`config.mk`:
```
export PLATFORM = sky130hd
export DESIGN_NAME = ryc_yuv2rgb
export DESIGN_NICKNAME = d
export VERILOG_FILES = /design/src/design/ryc_pkg.sv /design/src/design/ryc_yuv2rgb.sv
export SDC_FILE = /design/constraint.sdc
export NUM_CORES = 2
export LEC_CHECK = 0
export BUFFER_PORTS_ARGS = -buffer_cell sky130_fd_sc_hd__buf_2
export CORE_MARGIN = 1
export CORE_UTILIZATION = 62
export CTS_CLUSTER_DIAMETER = 80
export CTS_CLUSTER_SIZE = 10
export DETAILED_ROUTE_END_ITERATION = 10
export GPL_TIMING_DRIVEN = 0
export PLACE_DENSITY = 0.83
export SKIP_LAST_GASP = 1
export SLEW_MARGIN = 20
export SYNTH_ARGS = -nofsm -noshare
export SYNTH_HDL_FRONTEND = slang
export SYNTH_SLANG_ARGS = --single-unit
```
`constraint.sdc`:
```
create_clock -name clk_i -period 12.7 [get_ports clk_i]
set_clock_uncertainty 0.1 [all_clocks]
set_input_delay 1.27 -clock clk_i [delete_from_list [all_inputs] [get_ports clk_i]]
set_output_delay 1.27 -clock clk_i [all_outputs]
set_load 0.005 [all_outputs]
```
`src/design/ryc_pkg.sv`:
```
// Shared constants, types and multiply helpers of the RGB/YUV colour converter.
`default_nettype none

package ryc_pkg;

  localparam int NumStages = 9;
  localparam int DlyLen    = NumStages - 4;

  typedef logic [NumStages-1:0] stage_vec_t;

  // BT.601 coefficients, unsigned Q2.16
  localparam logic [17:0] KY  = 18'd76284;
  localparam logic [17:0] KRV = 18'd104595;
  localparam logic [17:0] KGV = 18'd53281;
  localparam logic [17:0] KGU = 18'd25625;
  localparam logic [17:0] KBU = 18'd132252;
  localparam logic [17:0] KYR = 18'd16843;
  localparam logic [17:0] KYG = 18'd33030;
  localparam logic [17:0] KYB = 18'd6423;
  localparam logic [17:0] KUR = 18'd9699;
  localparam logic [17:0] KUG = 18'd19071;
  localparam logic [17:0] KUB = 18'd28770;
  localparam logic [17:0] KVR = 18'd28770;
  localparam logic [17:0] KVG = 18'd24117;
  localparam logic [17:0] KVB = 18'd4653;

  localparam logic [14:0] Full15    = 15'h7FFF;
  localparam logic [14:0] ChromaMax = 15'h3FFF;
  localparam logic [14:0] ChromaMin = 15'h4000;

  // multiples of 32767 used by the divide-by-32767 correction
  localparam logic [17:0] Div1 = 18'd32767;
  localparam logic [17:0] Div2 = 18'd65534;
  localparam logic [17:0] Div3 = 18'd98301;

  function automatic logic [32:0] umul_k(input logic [17:0] k, input logic [14:0] x);
    return {15'b0, k} * {18'b0, x};
  endfunction

  function automatic logic signed [33:0] smul_k(input logic [17:0] k,
                                                input logic signed [14:0] x);
    return $signed({16'b0, k}) * $signed({{19{x[14]}}, x});
  endfunction

endpackage

`default_nettype wire

```
`src/design/ryc_yuv2rgb.sv`:
```
// YUV to RGB datapath: four working stages, then a delay line to the common output stage.
`default_nettype none

module ryc_yuv2rgb (
  input  wire logic                      clk_i,
  input  wire ryc_pkg::stage_vec_t       en_i,
  input  wire logic [14:0]               luma_i,
  input  wire logic signed [14:0]        chroma_u_i,
  input  wire logic signed [14:0]        chroma_v_i,
  output logic [14:0]                    red_o,
  output logic [14:0]                    green_o,
  output logic [14:0]                    blue_o
);

  // c * 32767 as (c << 15) - c
  function automatic logic signed [49:0] mul_full(input logic signed [33:0] c);
    logic signed [49:0] sh;
    logic signed [49:0] ex;
    sh = $signed({c[33], c, 15'b0});
    ex = $signed({{16{c[33]}}, c});
    return sh - ex;
  endfunction

  // truncate by 2^30 and clamp to [0, 32767]; negatives clamp to zero
  function automatic logic [14:0] sat_rgb(input logic signed [49:0] n);
    logic [14:0] res;
    if (n[49]) begin
      res = '0;
    end else if (|n[48:45]) begin
      res = ryc_pkg::Full15;
    end else begin
      res = n[44:30];
    end
    return res;
  endfunction

  logic [32:0]        py1_q;
  logic signed [33:0] prv1_q, pgv1_q, pgu1_q, pbu1_q;
  logic [32:0]        py2_q;
  logic signed [33:0] prv2_q, cg2_q, pbu2_q;
  logic signed [49:0] rn3_q, gn3_q, bn3_q;
  logic signed [49:0] ypart;
  logic [14:0]        r4_q, g4_q, b4_q;
  logic [14:0]        r_dly_q [ryc_pkg::DlyLen];
  logic [14:0]        g_dly_q [ryc_pkg::DlyLen];
  logic [14:0]        b_dly_q [ryc_pkg::DlyLen];

  always_ff @(posedge clk_i) begin
    if (en_i[0]) begin
      py1_q  <= ryc_pkg::umul_k(ryc_pkg::KY, luma_i);
      prv1_q <= ryc_pkg::smul_k(ryc_pkg::KRV, chroma_v_i);
      pgv1_q <= ryc_pkg::smul_k(ryc_pkg::KGV, chroma_v_i);
      pgu1_q <= ryc_pkg::smul_k(ryc_pkg::KGU, chroma_u_i);
      pbu1_q <= ryc_pkg::smul_k(ryc_pkg::KBU, chroma_u_i);
    end
    if (en_i[1]) begin
      py2_q  <= py1_q;
      prv2_q <= prv1_q;
      cg2_q  <= pgv1_q + pgu1_q;
      pbu2_q <= pbu1_q;
    end
    if (en_i[2]) begin
      rn3_q <= ypart + mul_full(prv2_q);
      gn3_q <= ypart - mul_full(cg2_q);
      bn3_q <= ypart + mul_full(pbu2_q);
    end
    if (en_i[3]) begin
      r4_q <= sat_rgb(rn3_q);
      g4_q <= sat_rgb(gn3_q);
      b4_q <= sat_rgb(bn3_q);
    end
    if (en_i[4]) begin
      r_dly_q[0] <= r4_q;
      g_dly_q[0] <= g4_q;
      b_dly_q[0] <= b4_q;
    end
    for (int k = 1; k < ryc_pkg::DlyLen; k++) begin
      if (en_i[4+k]) begin
        r_dly_q[k] <= r_dly_q[k-1];
        g_dly_q[k] <= g_dly_q[k-1];
        b_dly_q[k] <= b_dly_q[k-1];
      end
    end
  end

  assign ypart   = $signed({3'b0, py2_q, 14'b0});
  assign red_o   = r_dly_q[ryc_pkg::DlyLen-1];
  assign green_o = g_dly_q[ryc_pkg::DlyLen-1];
  assign blue_o  = b_dly_q[ryc_pkg::DlyLen-1];

endmodule

`default_nettype wire

```
======== Yosys cells after proc, flatten, opt, wreduce, memory -nomap -nowiden ========
Memories as Yosys holds them, arrays and structs flattened.
Index checks and enable logic that the tools add are counted.
word-level totals
  register bits after elaboration ......... 489
  RAM bits ................................ 225
  input port bits ......................... 55
  output and inout port bits .............. 45
  logic and storage cells ................. 46
  memories ................................ 3
operators by class
  add/sub/neg operators ................... 7
  $mul .................................... 5
  multiplexer cells ....................... 13
  reduce and logical (&&, ||, !) cells .... 3
memories
  name     depth  width  read ports  clocked after memory_dff  wr ports  RTL line           source
  b_dly_q  5      15     5           0                         5         ryc_yuv2rgb.sv:46  logic [14:0] b_dly_q [ryc_pkg::DlyLen];
  g_dly_q  5      15     5           0                         5         ryc_yuv2rgb.sv:45  logic [14:0] g_dly_q [ryc_pkg::DlyLen];
  r_dly_q  5      15     5           0                         5         ryc_yuv2rgb.sv:44  logic [14:0] r_dly_q [ryc_pkg::DlyLen];
operators by type and width
  cell                      count
  $sub A49 B34 Y50          3
  $add A47 B50 Y50          2
  $mul A17 B15 Y32 const A  2
  $sub A47 B50 Y50          1
  $mux W15                  3
  $add A34 B34 Y34          1
  $mul A18 B15 Y33 const A  1
  $mul A16 B15 Y31 const A  1
  $mul A15 B15 Y30 const A  1
  $reduce_or A4 Y1          3
  $mux W1                   10

======== Depth between registers and ports, before layout ========
  word-level depth ........................ 2
  mapped depth ............................ 23
  depth with buffers taken out ............ 23

======== Least setup slack after synthesis ========
Ideal clock, no wire load.
  path type ............................... input port to flip-flop
  from .................................... input port chroma_v_i[12]
  to ...................................... register prv1_q[31], data pin
  library setup time ...................... 258 ps
  data arrival time ....................... 6243 ps
  required time ........................... 12342 ps
  path slack .............................. 6099 ps
  cell stages on the path ................. 20
  buffers on the path ..................... 1
  cells stage by stage .................... ha_1 -> inv_1 -> fa_1 -> fa_1 -> fa_1 -> fa_1 -> inv_1 -> fa_1 -> ha_1 -> clkbuf_1 -> and2_1 -> a221oi_1 -> o221ai_1 -> or2_0 -> o22ai_1 -> o21ai_1 -> o41a_1 -> a21o_1 -> a21oi_1 -> xnor2_1
on the way
  cells in the longest elaborated chain, start to end .. 1
ends and longest elaborated chain
  item                  RTL line           source
  start, declared       ryc_yuv2rgb.sv:9   input wire logic signed [14:0] chroma_v_i,
  $mul A18 B15 Y33      ryc_pkg.sv:42      return $signed({16'b0, k}) * $signed({{19{x[14]}}, x});
  end signal, assigned  ryc_yuv2rgb.sv:51  prv1_q <= ryc_pkg::smul_k(ryc_pkg::KRV, chroma_v_i);
  end, declared         ryc_yuv2rgb.sv:38  logic signed [33:0] prv1_q, pgv1_q, pgu1_q, pbu1_q;
No other way between the ends.
A chain may end at the register's enable or synchronous reset.

======== Final worst setup path ========
  from .................................... input port chroma_v_i[14]
  to ...................................... register prv1_q[31], data pin
The elaborated chain is that of the path after synthesis.

==> impl_metrics.yaml <==
routing:
  drt-vias-per-instance: 5.54
  wl_met1_mm: 38.1
  drtIter0Drc: 1453
  top_layer_used: "met4"
  wl_met2_mm: 44.6
  wl_mm: 89.6
  dr.pass1.iters: 5
  vias: 27506
  wire_per_inst_microns: 18.0
  drc: 0
  antenna_left: 0
  dr_wl_met3_mm: 4.00
status:
  status: "complete, no violations"
setup_path:
  cp_common_cell: "fa_1"
  reg2reg_to: "gn3_q[49]"
  crit_slowest_cell: "fa_1"
  crit_arrival_ps: 7300
  worstSetupStartpoint: "chroma_v_i[14]"
  crit_fanout: 14
  endpoint_kind: "flip-flop"
  crit_family: "adder cells"
  critPathBufInv: 4
  critPathMaxStageDelay_ps: 550
  crit_chain: "buf_2, ha_1, inv_1, fa_1, fa_1, fa_1, fa_1, inv_1, fa_1, ha_1, clkbuf_1, and2_1, a221oi_1, o221ai_1, or2_0, o22ai_1, o21ai_1, o41a_1, a21o_1, a21oi_1, xnor2_1"
  worstReg2RegStart: "py2_q[13]"
  timing.reg2reg.worst_path_depth: 14
  required_ps: 12970
  crit_type: "primary input to flip-flop"
  start_kind: "primary input"
  r2r_slack_ps: 8310
cts:
  cts_sinks: 615
  cts_hold_buf: 0
  clk_latency_ps: 620
  clockBufferDepth: 3
  ctsResizeCount: 0
  clock-root-buffer: "clkbuf_16"
  cts_buffers: 73
  postCtsSetupBuffers: 0
  cts.reportedPaths.clkPinSlew_ps: 50
  cts-htree-levels: 3
  cts_tree: "done"
power:
  finalPower_w: 0.0130
  power.density_nw_per_um2: 261
  vdd_drop_max_mv: 0.212
  power.leakage_nw: 23.8
layout:
  area_delta_synth_final_pct: 8.37
  nets: 5129
  fin_cells: 4966
  drive_gt1_frac: 0.0677
sta:
  setup_viol: 0
  timing.slew.headroom: 0.340
  maxSlewViolCount: 0
  finalCritPeriodShare: 0.553
  tightest_slew_ps: 990
  hold_slack_ps: 295
  min_period_ps: 7030
  hold_violations: 0
  max_freq_mhz: 142
  rsz0062_at_grt: "false"
  setup_tns_ps: 0
floorplan:
  start_util: 0.627
  rows: 99
  die_width_microns: 274
  die_area_sq_um: 74900
  io_pins: 100
  core_sq_um: 73000
  die_h_microns: 274
global_routing:
  antenna_found_initial: 2
  grt_start_max_net_pins: 94
  grt_pass1_vias: 28251
  grt_pass1_wl_mm: 143
  gr-total-overflow: 0
  grt_usage: 0.247
yosys:
  postSynthCellCount: 3818
  ys_seq_area_frac: 0.404
  synthArstFlopShare: 0
  synth_nets: 4953
  ys.warnings.count: 0
  netlist_area_sq_um: 45700
  synth_cell_types: 76
  synth_ff_type: "edfxtp_1"
  synth-edff-count: 615
  synth.avg_cell_area_sq_um: 12.0
  synth-seq-cells: 615
place:
  dp_hpwl_mm: 71.4
  dp.cells: 4878
  gp_congestion: 0.911
  place.port_buffers: 99
min_path:
  min_to: "pbu2_q[21]"
  min_path_cells: 0
  hp-class: "flip-flop to flip-flop"
  worstHoldStart: "pbu1_q[21]"
job:
  maxCapViolations: 0
synthesized netlist by cell type, types with 8 or more instances:
| cell | instances | area, sq um |
|---|---|---|
| a211oi_1 | 19 | 143 |
| a21o_1 | 89 | 668 |
| a21oi_1 | 162 | 811 |
| a31oi_1 | 13 | 81.3 |
| and2_1 | 9 | 56.3 |
| and3_1 | 25 | 156 |
| and4_1 | 9 | 78.8 |
| buf_4 | 46 | 345 |
| clkbuf_1 | 12 | 45.0 |
| edfxtp_1 | 615 | 18500 |
| fa_1 | 327 | 6550 |
| ha_1 | 753 | 9420 |
| inv_1 | 807 | 3030 |
| nand2_1 | 79 | 297 |
| nand2b_1 | 22 | 138 |
| nand3_1 | 35 | 175 |
| nand4_1 | 13 | 81.3 |
| nor2_1 | 213 | 800 |
| nor2b_1 | 23 | 144 |
| nor3_1 | 24 | 120 |
| nor4_1 | 8 | 50.1 |
| o211ai_1 | 11 | 82.6 |
| o21a_1 | 35 | 263 |
| o21ai_0 | 76 | 380 |
| o21ai_1 | 13 | 65.1 |
| o21bai_1 | 27 | 203 |
| or2_2 | 19 | 119 |
| or3_1 | 9 | 56.3 |
| xnor2_1 | 145 | 1270 |
| xor2_1 | 56 | 490 |
worst max path at each step:
stage | cells past startpoint | to | slack [ps]
final | 21 | prv1_q[31] | 5670
after global routing | 21 | prv1_q[31] | 5330
after CTS | 21 | prv1_q[31] | 5680
after detailed placement | 21 | prv1_q[31] | 5020
after global placement | 21 | prv1_q[31] | 5190
after floorplan | 20 | prv1_q[31] | 6100
flip-flops by register name (all words and copies together) (netlist names), 30 cells and up:
| name | count |
|---|---|
| g_dly_q | 75 |
| prv1_q | 33 |
| py2_q | 30 |
| pbu2_q | 32 |
| prv2_q | 33 |
| py1_q | 30 |
| pgu1_q | 31 |
| pbu1_q | 31 |
| r_dly_q | 75 |
| b_dly_q | 75 |
| pgv1_q | 31 |
| cg2_q | 34 |
metal layers:
| layer | track usage | vias up |
|---|---|---|
| met3 | 0.0343 | 166 |
| met1 | 0.313 | 13386 |
| met4 | 0.0862 | 0 |
| met2 | 0.431 | 654 |
| li1 | - | 13300 |
| met5 | 0 | - |
power by group:
part / total, W / switching [W] / internal [W]
sequential: 0.00356 / 0.000280 / 0.00328
clock: 0.00184 / 0.000780 / 0.00106
combinational: 0.00756 / 0.00433 / 0.00322
per-stage QoR:
stage               instance area [sq um]  utilization  setup slack, ps
finish                              49600        0.679             5670
global route                        49600        0.679             5330
CTS                                 49600        0.679             5680
detailed placement                  47500        0.651             5020
global placement                    47400        0.650             5190
floorplan                           45700            -             6100
cells in the final DEF (no fill, tap or decap), types with 6 or more instances in the layout:
cell / synthesis / final
inv_1: 807 / 807
ha_1: 753 / 753
edfxtp_1: 615 / 615
fa_1: 327 / 327
nor2_1: 213 / 213
a21oi_1: 162 / 162
xnor2_1: 145 / 145
buf_2: 0 / 96
a21o_1: 89 / 89
nand2_1: 79 / 79
o21ai_0: 76 / 76
clkbuf_16: 0 / 73
xor2_1: 56 / 56
buf_4: 46 / 47
nand3_1: 35 / 35
o21a_1: 35 / 35
o21bai_1: 27 / 27
and3_1: 25 / 25
nor3_1: 24 / 24
nor2b_1: 23 / 23
nand2b_1: 22 / 22
a211oi_1: 19 / 19
or2_2: 19 / 19
clkbuf_1: 12 / 13
a31oi_1: 13 / 13
o21ai_1: 13 / 13
nand4_1: 13 / 13
o211ai_1: 11 / 11
or3_1: 9 / 9
and2_1: 9 / 9
and4_1: 9 / 9
nor4_1: 8 / 8
a211o_1: 7 / 7
o31ai_1: 7 / 7
a221oi_1: 7 / 7
a41oi_1: 6 / 6
o31a_1: 6 / 6
or4_1: 6 / 6
a31o_2: 6 / 6
layout make-up:
class / count / area, sq um
diodes: 2 / 5.00
clock inverters: 12 / 224
multi-input cells: 2337 / 23800
inverters: 807 / 3030
clock buffers: 74 / 1830
well taps: 959 / 1200
flip-flops and latches: 615 / 18500
plain buffers: 59 / 394
fillers: 5144 / 23400
repair buffers: 101 / 569
worst register-to-register path, cell delays in order (launching register included):
cell and delay (ps):
edfxtp_1 330, inv_1 180, fa_1 580, inv_1 50
ha_1 330, and3_1 220, nand4_1 170, or4_1 530
a211oi_1 440, o31ai_1 180, a31oi_1 330, a31o_2 230
a21o_1 110, a21oi_1 80, o31a_1 270
cell families after synthesis:
| group | Yosys count | share of synthesized area |
|---|---|---|
| buf+inv | 866 | 0.0749 |
| simple gates | 511 | 0.0537 |
| xor+xnor | 201 | 0.0385 |
| fa+ha+maj | 1080 | 0.349 |
| flops | 615 | 0.404 |
| compound gates | 543 | 0.0796 |
| mux | 2 | 0.000438 |
No activity file was read; power rests on OpenSTA's default activity.
